**config.mk**
```make
export PLATFORM = sky130hd
export DESIGN_NAME = positional_array_list_core
export DESIGN_NICKNAME = d
export VERILOG_FILES = /design/src/sv/pal_pkg.sv /design/src/sv/positional_array_list_core.sv
export SDC_FILE = /design/constraint.sdc
export NUM_CORES = 2
export LEC_CHECK = 0
export BUFFER_PORTS_ARGS = -buffer_cell sky130_fd_sc_hd__clkbuf_2
export CELL_PAD_IN_SITES_DETAIL_PLACEMENT = 2
export CELL_PAD_IN_SITES_GLOBAL_PLACEMENT = 2
export CORE_MARGIN = 1
export CORE_UTILIZATION = 44
export DETAILED_ROUTE_END_ITERATION = 7
export PLACE_DENSITY_LB_ADDON = 0.1
export SETUP_SLACK_MARGIN = 0.02
export SYNTH_ARGS = -nofsm -noshare
export SYNTH_HDL_FRONTEND = slang
export SYNTH_SLANG_ARGS = --single-unit
```
**constraint.sdc**
```tcl
create_clock -name clock -period 19.7 [get_ports clock]
set_input_delay 1.97 -clock clock [delete_from_list [all_inputs] [get_ports clock]]
set_output_delay 1.97 -clock clock [all_outputs]
set_load 0.05 [all_outputs]
```
**src/sv/pal_pkg.sv**
```systemverilog
`timescale 1ns / 1ps
// ----------------------------------------------------------------------------
// Positional array list package
// Shared widths, operation and status codes, and item types.
// ----------------------------------------------------------------------------
package pal_pkg;

   localparam int LIST_DEPTH = 64;
   localparam int ADDR_W     = $clog2(LIST_DEPTH);
   localparam int CNT_W      = $clog2(LIST_DEPTH + 1);
   localparam int POS_W      = 7;
   localparam int WORD_W     = 32;

   localparam logic [2:0] OP_INSERT_AT    = 3'd0;
   localparam logic [2:0] OP_INSERT_FRONT = 3'd1;
   localparam logic [2:0] OP_APPEND       = 3'd2;
   localparam logic [2:0] OP_DELETE_AT    = 3'd3;
   localparam logic [2:0] OP_MODIFY       = 3'd4;
   localparam logic [2:0] OP_READ         = 3'd5;
   localparam logic [2:0] OP_REMOVE_VALUE = 3'd6;
   localparam logic [2:0] OP_CLEAR        = 3'd7;

   localparam logic [1:0] ST_OK       = 2'd0;
   localparam logic [1:0] ST_FULL     = 2'd1;
   localparam logic [1:0] ST_BADPOS   = 2'd2;
   localparam logic [1:0] ST_NOEFFECT = 2'd3;

   typedef struct packed {
      logic [2:0]              op;
      logic [POS_W-1:0]        position;
      logic signed [WORD_W-1:0] value;
   } req_type;

   typedef struct packed {
      logic [1:0]               status;
      logic signed [WORD_W-1:0] read_value;
      logic [CNT_W-1:0]         entry_count;
      logic                     is_full;
      logic                     is_empty;
   } rsp_type;

endpackage

```
**src/sv/positional_array_list_core.sv**
```systemverilog
`timescale 1ns / 1ps
// ----------------------------------------------------------------------------
// Positional array list core
// Ordered list of signed words held in one synchronous RAM, with in-place
// insert, delete, overwrite, read, value removal and clear.
// ----------------------------------------------------------------------------
// Modify, clear and rejected items answer in the cycle after accept;
//    read passes through S_READ and the registered RAM read before answering.
// Insert, delete and value removal step through S_MOVE and answer once the
//    last entry has been written back; the RAM moves one entry a cycle.
// One item at a time: busy is high while an item is in S_MOVE or S_READ and falls as its result is issued.
// Reset clears the count and control state; RAM contents are not cleared.
// The receiver cannot stall: every result appears for one cycle on rsp_strobe.
module positional_array_list_core (
   input  logic              clock,
   input  logic              reset,
   input  logic              start,
   output logic              busy,
   input  pal_pkg::req_type  req_data,
   output logic              rsp_strobe,
   output pal_pkg::rsp_type  rsp_data
);
   import pal_pkg::*;

   localparam logic [1:0] S_IDLE = 2'd0;
   localparam logic [1:0] S_MOVE = 2'd1;
   localparam logic [1:0] S_READ = 2'd2;

   localparam logic [CNT_W-1:0] DEPTH_CNT = CNT_W'(LIST_DEPTH);

   logic [WORD_W-1:0] mem_entries [LIST_DEPTH];
   logic [WORD_W-1:0] mem_rdata_ff;
   logic              mem_we;
   logic [ADDR_W-1:0] mem_waddr;
   logic [WORD_W-1:0] mem_wdata;
   logic [ADDR_W-1:0] mem_raddr;

   logic [1:0]        state_ff, state_in;
   logic [2:0]        op_ff, op_in;
   logic [CNT_W-1:0]  pos_ff, pos_in;
   logic [WORD_W-1:0] val_ff, val_in;
   logic [CNT_W-1:0]  count_ff, count_in;
   logic [CNT_W-1:0]  rd_ptr_ff, rd_ptr_in;
   logic [CNT_W-1:0]  left_ff, left_in;
   logic [CNT_W-1:0]  wr_ptr_ff, wr_ptr_in;
   logic              pend_ff, pend_in;
   logic [ADDR_W-1:0] pend_addr_ff, pend_addr_in;
   logic              rsp_valid_ff, rsp_valid_in;
   rsp_type           rsp_ff, rsp_in;

   logic [1:0]        status_nx;
   logic [WORD_W-1:0] rdval_nx;
   logic [POS_W-1:0]  ins_pos;
   logic              req_pos_ok;

   assign busy       = (state_ff != S_IDLE);
   assign rsp_strobe = rsp_valid_ff;
   assign rsp_data   = rsp_ff;

   always_comb begin
      if (req_data.op == OP_INSERT_FRONT) begin
         ins_pos = '0;
      end else if (req_data.op == OP_APPEND) begin
         ins_pos = POS_W'(count_ff);
      end else begin
         ins_pos = req_data.position;
      end
   end

   assign req_pos_ok = (req_data.position < POS_W'(count_ff));

   // RAM: one write port, one registered read port
   always_ff @(posedge clock) begin
      if (mem_we) begin
         mem_entries[mem_waddr] <= mem_wdata;
      end
      mem_rdata_ff <= mem_entries[mem_raddr];
   end

   always_comb begin
      state_in     = state_ff;
      op_in        = op_ff;
      pos_in       = pos_ff;
      val_in       = val_ff;
      count_in     = count_ff;
      rd_ptr_in    = rd_ptr_ff;
      left_in      = left_ff;
      wr_ptr_in    = wr_ptr_ff;
      pend_in      = 1'b0;
      pend_addr_in = pend_addr_ff;
      mem_we       = 1'b0;
      mem_waddr    = '0;
      mem_wdata    = '0;
      mem_raddr    = rd_ptr_ff[ADDR_W-1:0];
      rsp_valid_in = 1'b0;
      status_nx    = ST_OK;
      rdval_nx     = '0;

      unique case (state_ff)
         S_IDLE: begin
            if (start) begin
               op_in  = req_data.op;
               val_in = req_data.value;
               pos_in = CNT_W'(req_data.position);
               unique case (req_data.op)
                  OP_INSERT_AT, OP_INSERT_FRONT, OP_APPEND: begin
                     if (count_ff == DEPTH_CNT) begin
                        status_nx    = ST_FULL;
                        rsp_valid_in = 1'b1;
                     end else if (ins_pos > POS_W'(count_ff)) begin
                        status_nx    = ST_BADPOS;
                        rsp_valid_in = 1'b1;
                     end else begin
                        // shift the entries at ins_pos and above up by one, top first
                        op_in     = OP_INSERT_AT;
                        pos_in    = CNT_W'(ins_pos);
                        left_in   = count_ff - CNT_W'(ins_pos);
                        rd_ptr_in = count_ff - CNT_W'(1);
                        state_in  = S_MOVE;
                     end
                  end
                  OP_DELETE_AT: begin
                     if (req_pos_ok) begin
                        left_in   = count_ff - CNT_W'(req_data.position) - CNT_W'(1);
                        rd_ptr_in = CNT_W'(req_data.position) + CNT_W'(1);
                        state_in  = S_MOVE;
                     end else begin
                        status_nx    = ST_NOEFFECT;
                        rsp_valid_in = 1'b1;
                     end
                  end
                  OP_MODIFY: begin
                     if (req_pos_ok) begin
                        mem_we    = 1'b1;
                        mem_waddr = req_data.position[ADDR_W-1:0];
                        mem_wdata = req_data.value;
                     end else begin
                        status_nx = ST_BADPOS;
                     end
                     rsp_valid_in = 1'b1;
                  end
                  OP_READ: begin
                     if (req_pos_ok) begin
                        mem_raddr = req_data.position[ADDR_W-1:0];
                        state_in  = S_READ;
                     end else begin
                        status_nx    = ST_BADPOS;
                        rsp_valid_in = 1'b1;
                     end
                  end
                  OP_REMOVE_VALUE: begin
                     left_in   = count_ff;
                     rd_ptr_in = '0;
                     wr_ptr_in = '0;
                     state_in  = S_MOVE;
                  end
                  OP_CLEAR: begin
                     count_in     = '0;
                     rsp_valid_in = 1'b1;
                  end
               endcase
            end
         end

         S_MOVE: begin
            // issue the next read
            if (left_ff != '0) begin
               mem_raddr    = rd_ptr_ff[ADDR_W-1:0];
               pend_in      = 1'b1;
               pend_addr_in = rd_ptr_ff[ADDR_W-1:0];
               left_in      = left_ff - CNT_W'(1);
               if (op_ff == OP_INSERT_AT) begin
                  rd_ptr_in = rd_ptr_ff - CNT_W'(1);
               end else begin
                  rd_ptr_in = rd_ptr_ff + CNT_W'(1);
               end
            end
            // write back the word read last cycle
            if (pend_ff) begin
               mem_wdata = mem_rdata_ff;
               if (op_ff == OP_INSERT_AT) begin
                  mem_we    = 1'b1;
                  mem_waddr = pend_addr_ff + ADDR_W'(1);
               end else if (op_ff == OP_DELETE_AT) begin
                  mem_we    = 1'b1;
                  mem_waddr = pend_addr_ff - ADDR_W'(1);
               end else if (mem_rdata_ff != val_ff) begin
                  mem_we    = 1'b1;
                  mem_waddr = wr_ptr_ff[ADDR_W-1:0];
                  wr_ptr_in = wr_ptr_ff + CNT_W'(1);
               end
            end
            if (left_ff == '0 && !pend_ff) begin
               if (op_ff == OP_INSERT_AT) begin
                  mem_we    = 1'b1;
                  mem_waddr = pos_ff[ADDR_W-1:0];
                  mem_wdata = val_ff;
                  count_in  = count_ff + CNT_W'(1);
               end else if (op_ff == OP_DELETE_AT) begin
                  count_in = count_ff - CNT_W'(1);
               end else begin
                  count_in = wr_ptr_ff;
               end
               rsp_valid_in = 1'b1;
               state_in     = S_IDLE;
            end
         end

         S_READ: begin
            rdval_nx     = mem_rdata_ff;
            rsp_valid_in = 1'b1;
            state_in     = S_IDLE;
         end

         default: begin
            state_in = S_IDLE;
         end
      endcase

      rsp_in.status      = status_nx;
      rsp_in.read_value  = rdval_nx;
      rsp_in.entry_count = count_in;
      rsp_in.is_full     = (count_in == DEPTH_CNT);
      rsp_in.is_empty    = (count_in == '0);
   end

   always_ff @(posedge clock) begin
      if (reset) begin
         state_ff     <= S_IDLE;
         count_ff     <= '0;
         pend_ff      <= 1'b0;
         rsp_valid_ff <= 1'b0;
      end else begin
         state_ff     <= state_in;
         count_ff     <= count_in;
         pend_ff      <= pend_in;
         rsp_valid_ff <= rsp_valid_in;
      end
   end

   always_ff @(posedge clock) begin
      op_ff        <= op_in;
      pos_ff       <= pos_in;
      val_ff       <= val_in;
      rd_ptr_ff    <= rd_ptr_in;
      left_ff      <= left_in;
      wr_ptr_ff    <= wr_ptr_in;
      pend_addr_ff <= pend_addr_in;
      if (rsp_valid_in) begin
         rsp_ff <= rsp_in;
      end
   end

   a_count_range: assert property (@(posedge clock) disable iff (reset)
      count_ff <= DEPTH_CNT)
      else $error("entry count exceeds list depth");

   a_full_flag: assert property (@(posedge clock) disable iff (reset)
      rsp_strobe |-> (rsp_data.is_full == (rsp_data.entry_count == DEPTH_CNT)))
      else $error("full flag disagrees with entry count");

   a_read_value_zero: assert property (@(posedge clock) disable iff (reset)
      rsp_strobe && (rsp_data.read_value != '0) |-> (rsp_data.status == ST_OK))
      else $error("nonzero read value on a failed item");

   a_clear: assert property (@(posedge clock) disable iff (reset)
      start && !busy && (req_data.op == OP_CLEAR)
      |=> rsp_strobe && (rsp_data.entry_count == '0))
      else $error("clear did not empty the list");

   a_move_bound: assert property (@(posedge clock) disable iff (reset)
      (state_ff == S_MOVE) |-> (left_ff <= count_ff))
      else $error("move counter exceeds entry count");

endmodule

```
==> impl_metrics.prom <==
# TYPE chip_impl_metric gauge
chip_impl_info{name="outcome",value="finished clean"} 1
chip_impl_metric{name="detailroute.via_count",unit=""} 61400
chip_impl_metric{name="yosys_reg_bits",unit=""} 2201
chip_impl_metric{name="timing.clock.skew",unit="ns"} 0.0581
chip_impl_metric{name="cts.htree.levels",unit=""} 4
chip_impl_metric{name="layout-area-overhead-vs-synth",unit="%"} 13.0
chip_impl_metric{name="globalRouteOverflowTotal",unit=""} 0
chip_impl_metric{name="fin_crit_sh",unit="%"} 39.4
chip_impl_metric{name="static-leakage-power",unit="nW"} 33.9
chip_impl_metric{name="drt-total-wl",unit="um"} 353000
chip_impl_metric{name="antenna_violations_before_repair",unit=""} 37
chip_impl_metric{name="synthesis.area",unit="um^2"} 89200
chip_impl_metric{name="final_layout_size_suffix_gt1_share",unit="%"} 10.8
chip_impl_info{name="setup.worst_path.end_class",value="register"} 1
chip_impl_metric{name="fin_nets",unit=""} 6865
chip_impl_metric{name="hold_viol",unit=""} 0
chip_impl_info{name="crit_top_cell",value="buf_4"} 1
chip_impl_metric{name="r2r_slack",unit="ns"} 12.98
chip_impl_metric{name="synth-warning-count",unit=""} 0
chip_impl_metric{name="syn_area_per_cell",unit="um^2"} 13.3
chip_impl_metric{name="synthMuxAreaShare",unit="%"} 2.65
chip_impl_metric{name="clkLatencyLatePin",unit="ns"} 0.89
chip_impl_metric{name="r2r_cells",unit=""} 14
chip_impl_metric{name="chipHeight",unit="um"} 452
chip_impl_metric{name="timing.critical_path.arrival",unit="ns"} 8.49
chip_impl_metric{name="critical_path.max_fanout",unit=""} 48
chip_impl_metric{name="design.die.area",unit="um^2"} 204000
chip_impl_metric{name="ios",unit=""} 90
chip_impl_metric{name="share_of_flip_flops_with_an_asynchronous_set_or_reset_after_synthesis",unit="%"} 0
chip_impl_info{name="startpoint_type",value="input pin"} 1
chip_impl_metric{name="yosys.area_share.adder",unit="%"} 0.502
chip_impl_metric{name="drt-vias-per-instance",unit=""} 6.37
chip_impl_metric{name="power.density_cell_area",unit="nW/um^2"} 102
chip_impl_metric{name="worst-slew-pin-transition",unit="ns"} 1.40
chip_impl_metric{name="drc",unit=""} 0
chip_impl_metric{name="synth.top_cell.area_share",unit="%"} 72.7
chip_impl_metric{name="cp_data_required_time",unit="ns"} 20.42
chip_impl_metric{name="initial_core_util",unit="%"} 44.5
chip_impl_metric{name="synth_cells",unit=""} 6693
chip_impl_info{name="tritoncts",value="built"} 1
chip_impl_metric{name="holdPathStages",unit=""} 0
chip_impl_metric{name="place_congestion",unit=""} 0.830
chip_impl_metric{name="drv_cap",unit=""} 0
chip_impl_metric{name="slowest_delay",unit="ns"} 0.71
chip_impl_info{name="synth_most_common_cell",value="edfxtp_1"} 1
chip_impl_metric{name="fin_tns_setup",unit="ns"} 0
chip_impl_metric{name="yosysSeqAreaShare",unit="%"} 73.6
chip_impl_info{name="synthFlopType",value="edfxtp_1"} 1
chip_impl_metric{name="cts_buffers",unit=""} 232
chip_impl_info{name="clock_tree.root_cell",value="clkbuf_16"} 1
chip_impl_metric{name="tritoncts_num_sinks",unit=""} 2201
chip_impl_metric{name="post-route-min-period",unit="ns"} 7.77
chip_impl_info{name="grt_setup_unrepaired",value="false"} 1
chip_impl_metric{name="post_synthesis_share_of_cell_area_spent_on_xor_and_xnor_gates",unit="%"} 0.648
chip_impl_metric{name="placementRows",unit=""} 164
chip_impl_metric{name="core-area",unit="um^2"} 200000
chip_impl_metric{name="io_buffer_count",unit=""} 89
chip_impl_metric{name="setup_viol_count_final",unit=""} 0
chip_impl_metric{name="wl_per_cell",unit="um"} 36.6
chip_impl_metric{name="gr-usage-all-layers",unit="%"} 34.3
chip_impl_metric{name="ctsResizeCount",unit=""} 0
chip_impl_info{name="synth_top_family_by_area",value="simple AND/OR/NAND/NOR gates"} 1
chip_impl_info{name="post-synth-top-area-cell",value="edfxtp_1"} 1
chip_impl_metric{name="achievable-frequency",unit="MHz"} 129
chip_impl_metric{name="grt_max_degree",unit=""} 134
chip_impl_metric{name="ys_types",unit=""} 81
chip_impl_metric{name="finalMaxSlewViolations",unit=""} 0
chip_impl_metric{name="utilization",unit="%"} 50.3
chip_impl_metric{name="vias_in_the_first_global_route",unit=""} 65900
chip_impl_info{name="r2r_start",value="count_ff[4]"} 1
chip_impl_metric{name="maximum_buffer_depth_of_the_clock_tree",unit=""} 3
chip_impl_info{name="main_area_contributors_after_synthesis",value="edfxtp_1 (73%), nand2_1 (7.3%), nand3_1 (2.7%), mux2i_1 (2.6%), a21oi_1 (2.2%)"} 1
chip_impl_metric{name="die-width",unit="um"} 452
chip_impl_info{name="cp_slowest_cell",value="buf_4"} 1
chip_impl_metric{name="max-vdd-ir-drop",unit="mV"} 0.0838
chip_impl_info{name="path_class",value="in -> reg"} 1
chip_impl_metric{name="synth-compound-area-share",unit="%"} 7.38
chip_impl_metric{name="synth-edff-count",unit=""} 2158
chip_impl_info{name="crit_start",value="req_data[34]"} 1
chip_impl_metric{name="yosys.area_share.simple",unit="%"} 12.8
chip_impl_info{name="holdCritPathClass",value="reg -> reg"} 1
chip_impl_metric{name="detail_route.iter0.violations",unit=""} 7090
chip_impl_info{name="ys_top_cells_by_count",value="edfxtp_1 (2158), nand2_1 (1740), nand3_1 (485)"} 1
chip_impl_info{name="worst_r2r_endpoint",value="mem_rdata_ff[3]"} 1
chip_impl_metric{name="clkTransAtPathRegs",unit="ns"} 0.06
chip_impl_metric{name="count_of_tritonroute_iterations_in_the_first_routing_pass",unit=""} 5
chip_impl_metric{name="holdBufCountCts",unit=""} 0
chip_impl_info{name="worstSetupEndpoint",value="mem_rdata_ff[3]"} 1
chip_impl_info{name="critical_path.cell_chain",value="clkbuf_2 -> inv_1 -> ha_1 -> a21oi_1 -> a21oi_2 -> o31ai_2 -> and2_4 -> buf_4 -> buf_4 -> buf_4 -> mux2i_1 -> o221ai_1 -> a31oi_1 -> o21ai_0 -> a31oi_1 -> nand2_1"} 1
chip_impl_metric{name="ant_nets",unit=""} 0
chip_impl_metric{name="slew_headroom",unit="%"} 5.96
chip_impl_metric{name="post_cts_buffers",unit=""} 0
chip_impl_metric{name="grt_pass1_wl",unit="um"} 497000
chip_impl_metric{name="synth_nets",unit=""} 6772
chip_impl_metric{name="place.detailed.hpwl",unit="um"} 196000
## where the power goes
group	total (W)	leakage, nW	switching (W)	internal (W)
registers	0.00518	18.7	0.0000677	0.00511
logic	0.000744	11.6	0.000553	0.000191
clock network	0.00434	3.60	0.00191	0.00243
## state kept, by name, indices dropped and copies added (netlist names), 3 cells and up
name,flops
wr_ptr_ff,7
left_ff,7
op_ff,3
pend_addr_ff,6
rsp_data,43
count_ff,7
mem_rdata_ff,32
val_ff,32
rd_ptr_ff,6
pos_ff,6
mem_entries,2048
## cells in the final DEF, fill, tap and decap left out, drive strengths merged, types with 9 or more instances in the layout
cell | Yosys | layout
ha | 31 | 31
xor2 | 15 | 15
nand3 | 485 | 485
mux2i | 230 | 230
nor2 | 142 | 142
nor4 | 9 | 9
and2 | 39 | 39
a22o | 10 | 10
o21ai | 102 | 102
nor3 | 147 | 147
bufinv | 0 | 14
nand4 | 40 | 40
o22ai | 37 | 37
edfxtp | 2158 | 2158
and3 | 46 | 46
inv | 31 | 39
dfxtp | 43 | 43
a31oi | 73 | 73
xnor2 | 51 | 51
a221oi | 11 | 11
a311oi | 43 | 43
clkbuf | 150 | 396
nand2 | 1742 | 1742
a21oi | 387 | 387
clkinv | 1 | 93
a2111oi | 18 | 18
o21a | 9 | 9
o221ai | 101 | 101
buf | 272 | 192
a22oi | 67 | 67
a211oi | 56 | 56
o32ai | 11 | 11
nor2b | 15 | 15
## per-layer routing
layer  wire [um]  global-route usage (%)  vias to the layer above
met3       27000                    6.00                      696
met4       17500                    15.8                       24
met5         134                       0                        -
li1            -                       -                    25100
met1      136000                    43.3                    32900
met2      172000                    57.7                     2694
## logic make-up after synthesis
family / count (synthesis)
and+or+nand+nor: 2697
DFF: 2201
AOI/OAI and AO/OA: 1006
buffers and inverters: 454
muxes: 235
xor gates and xnor gates: 66
adders and majority gates: 34
## layout make-up
| class | instances | area, um^2 |
|---|---|---|
| Tap cell | 2656 | 3320 |
| Clock buffer | 307 | 6320 |
| Timing Repair Buffer | 281 | 2060 |
| Sequential cell | 2201 | 65700 |
| Fill cell | 18800 | 99700 |
| Multi-Input combinational cell | 4038 | 22200 |
| Inverter | 32 | 120 |
| Clock inverter | 117 | 1020 |
| Antenna cell | 8 | 20.0 |
## worst max-delay path: cells and delay by family
kind,cells,cell delay [ns]
and+or+nand+nor,2,0.72
buffers and inverters,5,2.60
adders and majority gates,1,0.41
muxes,1,0.31
AOI/OAI and AO/OA,7,2.23
## stage by stage
step	worst slack [ns]	hold slack [ns]	area, um^2	total power, W	cells
2_1_floorplan	12.17	0.476	89200	0.00565	6693
3_3_place_gp	11.46	0.596	93400	0.00597	9208
3_5_place_dp	11.25	0.635	93400	0.00600	9208
4_1_cts	12.07	0.647	101000	0.0103	9632
5_1_grt	11.86	0.653	101000	0.0105	9633
6_report	11.93	0.643	101000	0.0103	9640
## worst min-delay path by stage
stage            startpoint         endpoint  slack (ns)
5_1_grt        rd_ptr_ff[4]  pend_addr_ff[4]        0.65
4_1_cts        rd_ptr_ff[4]  pend_addr_ff[4]        0.65
6_report       rd_ptr_ff[4]  pend_addr_ff[4]        0.64
2_1_floorplan  rd_ptr_ff[3]  pend_addr_ff[3]        0.48
3_5_place_dp   rd_ptr_ff[4]  pend_addr_ff[4]        0.63
3_3_place_gp     left_ff[0]       left_ff[0]        0.60
Power figures use the tool's default switching activity.
